===== config.mk =====
export PLATFORM = sky130hd
export DESIGN_NAME = accel_tap_shot_detector_core
export DESIGN_NICKNAME = d
export VERILOG_FILES = /design/src/rtl/atsd_pkg.sv /design/src/rtl/accel_tap_shot_detector_core.sv /design/src/rtl/atsd_axis.sv /design/src/rtl/atsd_decide.sv
export SDC_FILE = /design/constraint.sdc
export NUM_CORES = 2
export LEC_CHECK = 0
export ABC_AREA = 0
export BUFFER_PORTS_ARGS = -buffer_cell sky130_fd_sc_hd__buf_2
export CORE_ASPECT_RATIO = 0.6
export CORE_MARGIN = 2
export CORE_UTILIZATION = 39
export DETAILED_ROUTE_END_ITERATION = 6
export HOLD_SLACK_MARGIN = 0.02
export PLACE_DENSITY = 0.51
export SETUP_SLACK_MARGIN = 0.05
export SLEW_MARGIN = 15
export SYNTH_ARGS = -nofsm -noshare
export SYNTH_HDL_FRONTEND = slang
export SYNTH_SLANG_ARGS = --single-unit

===== constraint.sdc =====
create_clock -name clk -period 16.67 [get_ports clk]
set_input_delay 0.8335 -clock clk [delete_from_list [all_inputs] [get_ports clk]]
set_output_delay 0.8335 -clock clk [all_outputs]
set_load 0.02 [all_outputs]

===== src/rtl/atsd_pkg.sv =====
// shared types and constants for the accelerometer tap shot detector
package atsd_pkg;

    localparam int HIST_LEN       = 5;
    localparam int THR_BITS       = 28;
    localparam int THR_SQ_BITS    = 14;
    localparam int ENERGY_BITS    = 29;
    localparam int CFG_INDEX_BITS = 4;
    localparam int CFG_DATA_BITS  = 7;

    localparam logic [16:0] THRESH_BASE = 17'd100000;
    localparam logic [13:0] THRESH_STEP = 14'd10000;
    localparam logic [31:0] PTP_LIMIT   = 32'd2000;

    localparam logic [2:0] WARM_LEN = 3'd5;
    localparam logic [7:0] RUN_CAP  = 8'd3;
    localparam logic [7:0] RUN_MAX  = 8'd255;

    localparam logic [6:0]             REFR_START      = 7'd50;
    localparam logic [6:0]             REFR_CFG_RESET  = 7'd33;
    localparam logic [THR_SQ_BITS-1:0] THR_SQ_RESET    = 14'd2500;
    localparam logic [ENERGY_BITS-1:0] ENERGY_MAX      = '1;

    localparam logic FUNC_CLEAR = 1'b1;

    localparam logic [CFG_INDEX_BITS-1:0] REG_THRESHOLD  = 4'd0;
    localparam logic [CFG_INDEX_BITS-1:0] REG_REFRACTORY = 4'd1;

    typedef struct packed {
        logic hist_shift;
        logic shot;
        logic energy_valid;
    } ctrl_t;

endpackage


===== src/rtl/accel_tap_shot_detector_core.sv =====
// top level of the accelerometer tap shot detector
// an accepted request is held in the input register, then its result in the result register
// throughput: one request per cycle while results are taken, set by the single detect stage and its state loop
// an output register decouples the sides, so a request can still enter the input register while a result waits
// reset: async active low, clears control, counters, refractory to 50, config to defaults
module accel_tap_shot_detector_core #(
    parameter int SAMPLE_BITS = 13,
    parameter int COUNT_BITS  = 20
) (
    input  logic                                    clk,
    input  logic                                    rst_n,
    input  logic                                    in_valid,
    output logic                                    in_ready,
    input  logic                                    func,
    input  logic signed [SAMPLE_BITS-1:0]           accel_x,
    input  logic signed [SAMPLE_BITS-1:0]           accel_y,
    input  logic signed [SAMPLE_BITS-1:0]           accel_z,
    input  logic                                    batch_end,
    output logic                                    out_valid,
    input  logic                                    out_ready,
    output logic                                    shot_detected,
    output logic [COUNT_BITS-1:0]                   shot_count,
    output logic [atsd_pkg::ENERGY_BITS-1:0]        energy,
    output logic                                    energy_valid,
    input  logic                                    cfg_valid,
    output logic                                    cfg_ready,
    input  logic [atsd_pkg::CFG_INDEX_BITS-1:0]     cfg_index,
    input  logic [atsd_pkg::CFG_DATA_BITS-1:0]      cfg_data
);

    localparam int HL = atsd_pkg::HIST_LEN;
    localparam int TB = 2 * SAMPLE_BITS + 4;
    localparam int EB = 2 * SAMPLE_BITS + 6;

    logic                              s1_valid_reg;
    logic                              func_reg;
    logic                              batch_end_reg;
    logic signed [SAMPLE_BITS-1:0]     sample_reg [3];
    logic signed [SAMPLE_BITS-1:0]     hist_reg   [3][HL-1];
    logic signed [SAMPLE_BITS-1:0]     win        [3][HL];

    logic [atsd_pkg::THR_SQ_BITS-1:0]  thr_sq_reg;
    logic [6:0]                        refr_cfg_reg;

    logic                              out_valid_reg;
    logic                              shot_reg;
    logic [COUNT_BITS-1:0]             count_reg;
    logic [atsd_pkg::ENERGY_BITS-1:0]  energy_reg;
    logic                              energy_valid_reg;

    logic                              in_fire;
    logic                              s1_fire;
    logic [TB-1:0]                     term   [3];
    logic                              ptp_ok [3];
    logic [EB-1:0]                     energy_sum;
    atsd_pkg::ctrl_t                   ctrl;
    logic [COUNT_BITS-1:0]             count_new;
    logic [atsd_pkg::ENERGY_BITS-1:0]  energy_new;

    assign s1_fire   = s1_valid_reg && (!out_valid_reg || out_ready);
    assign in_ready  = !s1_valid_reg || s1_fire;
    assign in_fire   = in_valid && in_ready;
    assign cfg_ready = 1'b1;

    // input register
    always_ff @(posedge clk or negedge rst_n)
    begin
        if (!rst_n)
            s1_valid_reg <= 1'b0;
        else if (in_fire)
            s1_valid_reg <= 1'b1;
        else if (s1_fire)
            s1_valid_reg <= 1'b0;
    end

    always_ff @(posedge clk)
    begin
        if (in_fire)
        begin
            func_reg      <= func;
            batch_end_reg <= batch_end;
            sample_reg[0] <= accel_x;
            sample_reg[1] <= accel_y;
            sample_reg[2] <= accel_z;
        end
    end

    // config registers, threshold kept as s squared
    always_ff @(posedge clk or negedge rst_n)
    begin
        if (!rst_n)
        begin
            thr_sq_reg   <= atsd_pkg::THR_SQ_RESET;
            refr_cfg_reg <= atsd_pkg::REFR_CFG_RESET;
        end
        else if (cfg_valid && cfg_ready)
        begin
            if (cfg_index == atsd_pkg::REG_THRESHOLD)
                thr_sq_reg <= atsd_pkg::THR_SQ_BITS'(cfg_data)
                            * atsd_pkg::THR_SQ_BITS'(cfg_data);
            else if (cfg_index == atsd_pkg::REG_REFRACTORY)
                refr_cfg_reg <= cfg_data;
        end
    end

    // sample history, oldest at index 0
    always_ff @(posedge clk)
    begin
        if (s1_fire && ctrl.hist_shift)
        begin
            for (int a = 0; a < 3; a++)
            begin
                for (int k = 0; k < HL - 2; k++)
                    hist_reg[a][k] <= hist_reg[a][k+1];
                hist_reg[a][HL-2] <= sample_reg[a];
            end
        end
    end

    always_comb
    begin
        for (int a = 0; a < 3; a++)
        begin
            for (int k = 0; k < HL - 1; k++)
                win[a][k] = hist_reg[a][k];
            win[a][HL-1] = sample_reg[a];
        end
    end

    for (genvar a = 0; a < 3; a++)
    begin : g_axis
        atsd_axis #(
            .SAMPLE_BITS(SAMPLE_BITS)
        ) u_axis (
            .window (win[a]),
            .term   (term[a]),
            .ptp_ok (ptp_ok[a])
        );
    end

    assign energy_sum = EB'(term[0]) + EB'(term[1]) + EB'(term[2]);

    atsd_decide #(
        .SAMPLE_BITS(SAMPLE_BITS),
        .COUNT_BITS (COUNT_BITS)
    ) u_decide (
        .clk        (clk),
        .rst_n      (rst_n),
        .fire       (s1_fire),
        .func       (func_reg),
        .batch_end  (batch_end_reg),
        .energy_sum (energy_sum),
        .ptp_ok     (ptp_ok[0] || ptp_ok[1] || ptp_ok[2]),
        .thr_sq     (thr_sq_reg),
        .refr_load  (refr_cfg_reg),
        .ctrl       (ctrl),
        .count      (count_new),
        .energy_out (energy_new)
    );

    // result register
    always_ff @(posedge clk or negedge rst_n)
    begin
        if (!rst_n)
            out_valid_reg <= 1'b0;
        else if (s1_fire)
            out_valid_reg <= 1'b1;
        else if (out_ready)
            out_valid_reg <= 1'b0;
    end

    always_ff @(posedge clk)
    begin
        if (s1_fire)
        begin
            shot_reg         <= ctrl.shot;
            count_reg        <= count_new;
            energy_reg       <= energy_new;
            energy_valid_reg <= ctrl.energy_valid;
        end
    end

    assign out_valid     = out_valid_reg;
    assign shot_detected = shot_reg;
    assign shot_count    = count_reg;
    assign energy        = energy_reg;
    assign energy_valid  = energy_valid_reg;

    // a shot only comes from a sample whose energy was computed
    assert property (@(posedge clk) disable iff (!rst_n)
        out_valid_reg && shot_reg |-> energy_valid_reg)
        else $error("shot without computed energy");

    // energy reads zero when not computed
    assert property (@(posedge clk) disable iff (!rst_n)
        out_valid_reg && !energy_valid_reg |-> energy_reg == '0)
        else $error("energy nonzero without valid");

    // a stalled request stays in the input register
    assert property (@(posedge clk) disable iff (!rst_n)
        s1_valid_reg && !s1_fire |=> s1_valid_reg && $stable(func_reg))
        else $error("stalled request lost");

endmodule


===== src/rtl/atsd_axis.sv =====
// per-axis kernel filter, squared energy term and peak-to-peak check
module atsd_axis #(
    parameter int SAMPLE_BITS = 13
) (
    input  logic signed [SAMPLE_BITS-1:0] window [atsd_pkg::HIST_LEN],
    output logic        [2*SAMPLE_BITS+3:0] term,
    output logic                            ptp_ok
);

    localparam int FB = SAMPLE_BITS + 4;

    logic signed [FB-1:0]          filt;
    logic signed [2*FB-1:0]        prod;
    logic signed [SAMPLE_BITS-1:0] lo;
    logic signed [SAMPLE_BITS-1:0] hi;
    logic        [SAMPLE_BITS:0]   ptp;

    // kernel -1 -2 6 -2 -1, oldest first
    always_comb
    begin
        filt = (FB'(window[2]) <<< 2) + (FB'(window[2]) <<< 1)
             - (FB'(window[1]) <<< 1) - (FB'(window[3]) <<< 1)
             - FB'(window[0]) - FB'(window[4]);
        prod = filt * filt;
        term = prod[2*FB-1:4];
    end

    always_comb
    begin
        lo = window[0];
        hi = window[0];
        for (int k = 1; k < atsd_pkg::HIST_LEN; k++)
        begin
            if (window[k] < lo)
                lo = window[k];
            if (window[k] > hi)
                hi = window[k];
        end
        ptp    = (SAMPLE_BITS + 1)'(hi) - (SAMPLE_BITS + 1)'(lo);
        ptp_ok = 32'(ptp) >= atsd_pkg::PTP_LIMIT;
    end

endmodule


===== src/rtl/atsd_decide.sv =====
// detection state, threshold compare and shot counting
module atsd_decide #(
    parameter int SAMPLE_BITS = 13,
    parameter int COUNT_BITS  = 20
) (
    input  logic                                 clk,
    input  logic                                 rst_n,
    input  logic                                 fire,
    input  logic                                 func,
    input  logic                                 batch_end,
    input  logic [2*SAMPLE_BITS+5:0]             energy_sum,
    input  logic                                 ptp_ok,
    input  logic [atsd_pkg::THR_SQ_BITS-1:0]     thr_sq,
    input  logic [6:0]                           refr_load,
    output atsd_pkg::ctrl_t                      ctrl,
    output logic [COUNT_BITS-1:0]                count,
    output logic [atsd_pkg::ENERGY_BITS-1:0]     energy_out
);

    localparam int EB = 2 * SAMPLE_BITS + 6;
    localparam int CW = (EB > atsd_pkg::ENERGY_BITS) ? EB : atsd_pkg::ENERGY_BITS;

    logic [2:0]            warm_reg, warm_next;
    logic [6:0]            refr_reg, refr_next;
    logic [7:0]            run_reg, run_next;
    logic                  drop_reg, drop_next;
    logic [COUNT_BITS-1:0] count_reg, count_next;

    logic [atsd_pkg::THR_BITS-1:0] thresh;
    logic [CW-1:0]                 e_w;
    logic [CW-1:0]                 t_w;
    logic [CW-1:0]                 low_w;

    always_comb
    begin
        thresh = atsd_pkg::THR_BITS'(atsd_pkg::THRESH_BASE)
               + atsd_pkg::THR_BITS'(thr_sq) * atsd_pkg::THR_BITS'(atsd_pkg::THRESH_STEP);
        e_w    = CW'(energy_sum);
        t_w    = CW'(thresh);
        low_w  = CW'(thresh >> 3);
    end

    always_comb
    begin
        warm_next  = warm_reg;
        refr_next  = refr_reg;
        run_next   = run_reg;
        drop_next  = drop_reg;
        count_next = count_reg;
        ctrl       = '0;
        energy_out = '0;
        if (func == atsd_pkg::FUNC_CLEAR)
        begin
            count_next = '0;
        end
        else if (drop_reg)
        begin
            if (batch_end)
                drop_next = 1'b0;
        end
        else
        begin
            ctrl.hist_shift = 1'b1;
            if (warm_reg < atsd_pkg::WARM_LEN)
            begin
                warm_next = warm_reg + 3'd1;
            end
            else if (refr_reg != 7'd0)
            begin
                refr_next = refr_reg - 7'd1;
            end
            else
            begin
                ctrl.energy_valid = 1'b1;
                energy_out = (e_w > CW'(atsd_pkg::ENERGY_MAX)) ? atsd_pkg::ENERGY_MAX
                                                               : e_w[atsd_pkg::ENERGY_BITS-1:0];
                if (e_w >= low_w)
                    run_next = (run_reg == atsd_pkg::RUN_MAX) ? run_reg : run_reg + 8'd1;
                else
                    run_next = 8'd0;
                if (e_w >= t_w && ptp_ok && run_next <= atsd_pkg::RUN_CAP)
                begin
                    ctrl.shot = 1'b1;
                    if (count_reg != {COUNT_BITS{1'b1}})
                        count_next = count_reg + COUNT_BITS'(1);
                    refr_next = refr_load;
                    run_next  = 8'd0;
                    drop_next = !batch_end;
                end
            end
        end
        count = count_next;
    end

    always_ff @(posedge clk or negedge rst_n)
    begin
        if (!rst_n)
        begin
            warm_reg  <= '0;
            refr_reg  <= atsd_pkg::REFR_START;
            run_reg   <= '0;
            drop_reg  <= 1'b0;
            count_reg <= '0;
        end
        else if (fire)
        begin
            warm_reg  <= warm_next;
            refr_reg  <= refr_next;
            run_reg   <= run_next;
            drop_reg  <= drop_next;
            count_reg <= count_next;
        end
    end

    // a shot reloads the refractory countdown and restarts the run
    assert property (@(posedge clk) disable iff (!rst_n)
        fire && ctrl.shot |=> refr_reg == $past(refr_load) && run_reg == 8'd0)
        else $error("shot did not reload refractory state");

    // clear request empties the shot total
    assert property (@(posedge clk) disable iff (!rst_n)
        fire && func == atsd_pkg::FUNC_CLEAR |=> count_reg == '0)
        else $error("clear request left shot total nonzero");

endmodule


Word level (Yosys, flattened, before mapping)
Memory sizes are Yosys's and may differ from the RTL's.
Index checks and enable logic that the tools add are counted.
{ "classes": {"add_sub_neg": 25, "multipliers": 5, "n_lt_le_gt_ge": 32, "eq_ne": 3, "mux": 58, "n_bitwise": 5, "n_reduce_logical": 25} }
{ "ops": {"columns": ["cell", "n"], "rows": [
  ["2-to-1 mux 13 bit", 24],
  ["> comparator 13 bit", 12],
  ["less-than comparator 13 bit", 12],
  ["2-to-1 mux 20 bit", 6],
  ["multiplier 17 x 17 -> 34 bit", 3],
  ["subtractor 17 x 13 -> 17 bit", 6],
  ["2-to-1 mux 8 bit", 7],
  ["subtractor 16 x 14 -> 17 bit", 3],
  ["subtractor 17 x 14 -> 17 bit", 3],
  ["adder 15 x 14 -> 16 bit", 3],
  ["greater-or-equal comparator 14 x 11 -> 1 bit, second input constant", 3],
  ["subtractor 13 x 13 -> 14 bit", 3],
  ["adder 31 x 30 -> 32 bit", 1],
  ["greater-or-equal comparator 32 x 25 -> 1 bit", 1],
  ["greater-or-equal comparator 32 x 28 -> 1 bit", 1],
  ["> comparator 32 x 29 -> 1 bit, second input constant", 1],
  ["adder 30 x 30 -> 31 bit", 1],
  ["2-to-1 mux 29 bit", 1],
  ["adder 17 x 28 -> 28 bit, first input constant", 1],
  ["multiplier 14 x 10 -> 24 bit, second input constant", 1],
  ["adder 20 x 1 -> 20 bit, second input constant", 1],
  ["!= test 20 bit, second input constant", 1],
  ["multiplier 7 x 7 -> 14 bit", 1],
  ["2-to-1 mux 1 bit", 14],
  ["other kinds (23)", 43]
]} }
{ "word_totals": {"regBits": 115, "mem_bits_rw": 195, "output_inout_bits": 54, "elab_cells": 170, "mem_count": 2} }
{ "memory_table": {"columns": ["name", "words", "word_bits", "read_ports", "rd_clocked_by_memory_dff", "wr", "line", "text"], "rows": [
  ["hist_reg", 3, 52, 3, 0, 3, "accel_tap_shot_detector_core.sv:39", "logic signed [SAMPLE_BITS-1:0] hist_reg [3][HL-1];"],
  ["sample_reg", 3, 13, 3, 0, 3, "accel_tap_shot_detector_core.sv:38", "logic signed [SAMPLE_BITS-1:0] sample_reg [3];"]
]} }

Depth between registers and ports, before layout
An unclocked memory read counts as a cell.
{ "depth": {"depth_word": 25, "ltp_mapped": 78, "depth_no_buf": 69} }

Cells and area by module
A second synthesis with hierarchy kept.
{ "hier_totals": {"cells_unflattened": 7123, "hier_area_um2": 65930.7} }
{ "by_module_without_submodules": {"columns": ["module", "n_inst", "cells_per_inst", "area_each_um2"], "rows": [
  ["atsd_axis at g_axis[2].u_axis", 1, 1835, 15867.7],
  ["atsd_axis at g_axis[1].u_axis", 1, 1870, 15693.8],
  ["atsd_axis at g_axis[0].u_axis", 1, 1789, 15437.3],
  ["accel_tap_shot_detector_core", 1, 725, 11696.2],
  ["atsd_decide", 1, 904, 7235.7]
]} }

Worst setup path before layout
Ideal clock, no wire load.
{ "synth_timing": {"kind": "register -> register", "startpoint": "memory hist_reg[0][14] (netlist name)", "endpoint": "register count_reg[9], in the netlist shot_count[9] (data pin)", "setup_time_ns": 0.262, "arrival_ns": 14.158, "t_required_ns": 16.408, "slack_ns": 2.250, "path_stages_with_launch": 60, "n_path_buf": 3, "period_less_slack_ns": 14.420, "cell_sequence": "edfxtp_1 > fa_1 > fa_1 > inv_1 > fa_1 > inv_1 > ha_1 > nor2b_1 > o21ai_0 > a21boi_0 > o21ai_0 > a21boi_0 > o21ai_0 > a21boi_0 > o21ai_0 > a211oi_1 > o21ai_0 > nor4b_1 > [... 24 more ...] > xnor2_1 > fa_1 > ha_1 > a21o_1 > a21oi_1 > nor2_1 > a311oi_1 > o21ai_0 > o2111ai_1 > nand3_1 > maj3_2 > maj3_2 > o21ai_4 > and4_1 > buf_4 > buf_6 > nand2_1 > mux2_1"} }
{ "synth_lines": {"columns": ["item", "line", "text"], "rows": [
  ["from (decl)", "accel_tap_shot_detector_core.sv:39", null],
  ["to (signal assigned)", "accel_tap_shot_detector_core.sv:177", "count_reg <= count_new;"],
  ["to (decl)", "accel_tap_shot_detector_core.sv:47", "logic [COUNT_BITS-1:0] count_reg;"]
]} }

==> summary.md <==
| Metric | Value |
|---|---|
| HP Class | in2reg |
| Slowest-stage cell, CP | a21boi_0 |
| DR WL/cell | 19.0 um |
| Clock Latency Late Sink | 0.64 ns |
| Commonest non-fill, non-tap cell in the layout | inv_1 |
| Seq cells post-synth | 309 |
| Post-synthesis async set-or-reset flop share | 19.7% |
| Num CTS Buffers | 38 |
| CP max stage delay | 0.73 ns |
| Worst r2r dst | shot_count[6] |
| Final period util | 94.8% |
| Grt total ovfl | 0 |
| Number of flip-flops in the largest register | 156 |
| Number of buffers added on ports | 109 |
| Most frequent CP cell | o21a_1 |
| DR vias/cell | 5.04 |
| Clk root buf | clkbuf_16 |
| RSZ-0062 raised after global routing | false |
| Post-synthesis sequential area ratio | 14.1% |
| Top FF cell, synth | edfxtp_1 |
| Worst hold start | accel_x[9] |
| Reg2reg path depth | 69 |
| Residual DRC | 0 |
| Drt initial violations | 3467 |
| Starting density of the core | 39.4% |
| Row count | 114 |
| Critical Path Fanout Max | 43 |
| Synth cell types | 93 |
| Final nets | 8821 |
| Fmax | 63.3 MHz |
| WL met3 | 12.6 mm |
| Crit. End Element | flip-flop |
| Syn. warnings | 0 |
| Deepest clock path buffer count | 3 |
| Final hold violations | 0 |
| Commonest non-fill, non-tap cells in the layout | inv_1, fa_1, ha_1 |
| Kind of critical path | reg2reg |
| Die ar. | 167000 um2 |
| TNS Setup | 0 ns |
| Initial antenna violation count | 1 |
| Worst reg2reg path startpoint | hist_reg[2][32] |
| Setup violations, final | 0 |
| # fillers | 15925 |
| CTS sink count | 309 |
| Highest routing layer actually used | met4 |
| Post-Syn Instances | 6820 |
| CTS HTree Levels | 2 |
| WHS Endpoint | sample_reg[0][9] |
| Worst Tran Pin Value | 1.05 ns |
| Clock slew at reported path FFs | 0.07 ns |
| Synthesized cell area | 63900 um2 |
| Area growth from synthesis to final layout | 7.93% |
| DRT Wirelength | 173 mm |
| Synthesized area per cell | 9.36 um2 |
| Post-Layout Cell Count | 9120 |
| All-Layer GR Usage | 21.3% |
| Startpoint types | flip-flop |
| HPWL after DPL | 147 mm |
| CP arrival | 16.14 ns |
| Number of global-route vias before repair | 47356 |
| Worst slack at placement | 0.428 ns |
| WHS Path Cells | 1 |
| Max Slew Vio Count | 0 |
| Die width | 526 um |
| Post-synth EDFFs | 248 |
| Drt first pass iters | 5 |
| Max-cap viol count | 0 |
| R2R Setup Slk | 0.87 ns |
| Setup Skew | 0.0503 ns |
| Die Height | 317 um |
| CORE AREA | 162000 um2 |
| Layout cells sized above 1 | 6.55% |
| DRT antenna net count | 0 |
| Gp weighted congestion | 0.930 |
| CTS tree | done |
| Largest net degree at the start of global routing | 67 |
| Placed Cells incl. Taps | 9038 |
| Final WS setup | 0.875 ns |
| Critical path required time | 17.01 ns |
| Max-Slew Margin vs Limit | 30.2% |
| Global-route wire length before repair | 279 mm |
| Crit. Startpoint | hist_reg[2][32] |
| # IOs | 111 |
| Met2 wirelength from detailed routing | 65.5 mm |
| Period minus WS final | 15.80 ns |
| Vias | 45990 |
| Status | finished clean |
| Routed metal-1 wire length | 92.4 mm |
## routing by layer
layer | up-vias | track usage [%]
met5 | - | 0
met4 | 0 | 3.56
met3 | 141 | 4.83
met2 | 1093 | 28.2
met1 | 22647 | 34.9
li1 | 22109 | -
## area by class of cell
cell class,count,area (um2),share of cell area [%]
Tap cell,2146,2690,3.90
Timing Repair Buffer,226,1440,2.09
Inverter,1687,6350,9.21
Clock buffer,41,983,1.43
Clock inverter,28,262,0.379
Sequential cell,309,8990,13.0
Antenna cell,2,5.00,0.00726
Multi-Input combinational cell,4681,48200,70.0
## worst max-delay path by stage
| stage | to | slack (ns) |
|---|---|---|
| 2_1_floorplan | shot_count[9] | 2.25 |
| 3_3_place_gp | shot_count[10] | 0.50 |
| 3_5_place_dp | shot_count[10] | 0.43 |
| 4_1_cts | shot_count[10] | 0.32 |
| 5_1_grt | shot_count[6] | 0.05 |
| 6_report | shot_count[6] | 0.87 |
## logic make-up (layout without fill, tap and decap cells)
family                     Yosys count  count (layout)  share of synthesized area, %
AOI/OAI and AO/OA                  993             993                          10.0
xor gates and xnor gates           244             244                          3.35
adders and majority gates         1823            1823                          47.9
buffers and inverters             1831            1982                          10.8
DFF                                309             309                          14.1
muxes                              234             234                          3.78
other                                2               5                        0.0118
and+or+nand+nor                   1384            1384                          10.1
## Yosys cell counts (13+ instances only)
| library cell | n | area share (%) |
|---|---|---|
| a211oi_1 | 21 | 0.25 |
| a21boi_0 | 16 | 0.19 |
| a21o_1 | 123 | 1.4 |
| a21oi_1 | 334 | 2.6 |
| a31o_2 | 13 | 0.18 |
| a31oi_1 | 25 | 0.24 |
| and2_1 | 54 | 0.53 |
| and3_1 | 35 | 0.34 |
| clkbuf_1 | 128 | 0.75 |
| clkinv_1 | 14 | 0.082 |
| dfrtp_1 | 51 | 2.0 |
| edfxtp_1 | 248 | 12 |
| fa_1 | 1038 | 33 |
| ha_1 | 783 | 15 |
| inv_1 | 1670 | 9.8 |
| mux2_2 | 57 | 1.0 |
| mux2i_1 | 175 | 2.7 |
| nand2_1 | 409 | 2.4 |
| nand2b_1 | 42 | 0.41 |
| nand3_1 | 66 | 0.52 |
| nand4_1 | 70 | 0.69 |
| nor2_1 | 471 | 2.8 |
| nor2b_1 | 49 | 0.48 |
| nor3_1 | 74 | 0.58 |
| o211ai_1 | 23 | 0.27 |
| o21a_1 | 89 | 1.0 |
| o21ai_0 | 165 | 1.3 |
| o21bai_1 | 31 | 0.36 |
| o31ai_1 | 21 | 0.25 |
| or2_2 | 20 | 0.20 |
| or3_1 | 21 | 0.21 |
| xnor2_1 | 147 | 2.0 |
| xor2_1 | 97 | 1.3 |
## critical path: cells and delay by family (launching register included)
kind / cells / cell delay [ns]
AO/OA/AOI/OAI: 37 / 7.39
AND/OR/NAND/NOR: 15 / 3.13
buffers and inverters: 7 / 1.59
adder cells (fa/ha/maj): 5 / 1.57
multiplexers: 5 / 1.32
flip-flops: 1 / 0.46
## per-stage QoR
stage               hold WS (ns)  area [um2]  utilization (%)
detailed placement         0.427       67400             41.6
floorplan                  0.395       63900                -
global placement           0.445       67400             41.6
CTS                        0.326       68600             42.4
finish                     0.371       68900             42.6
global route               0.344       68900             42.6
## repair_timing
action	CTS	global route
gates resized for setup	0	48
hold buffers	0	0
setup endpoints to repair	0	53
endpoints found under the hold margin	0	0
buffers inserted	0	11
Power is not shown: default switching activity piles up to over one toggle a cycle in this logic, so the estimate is an artifact.
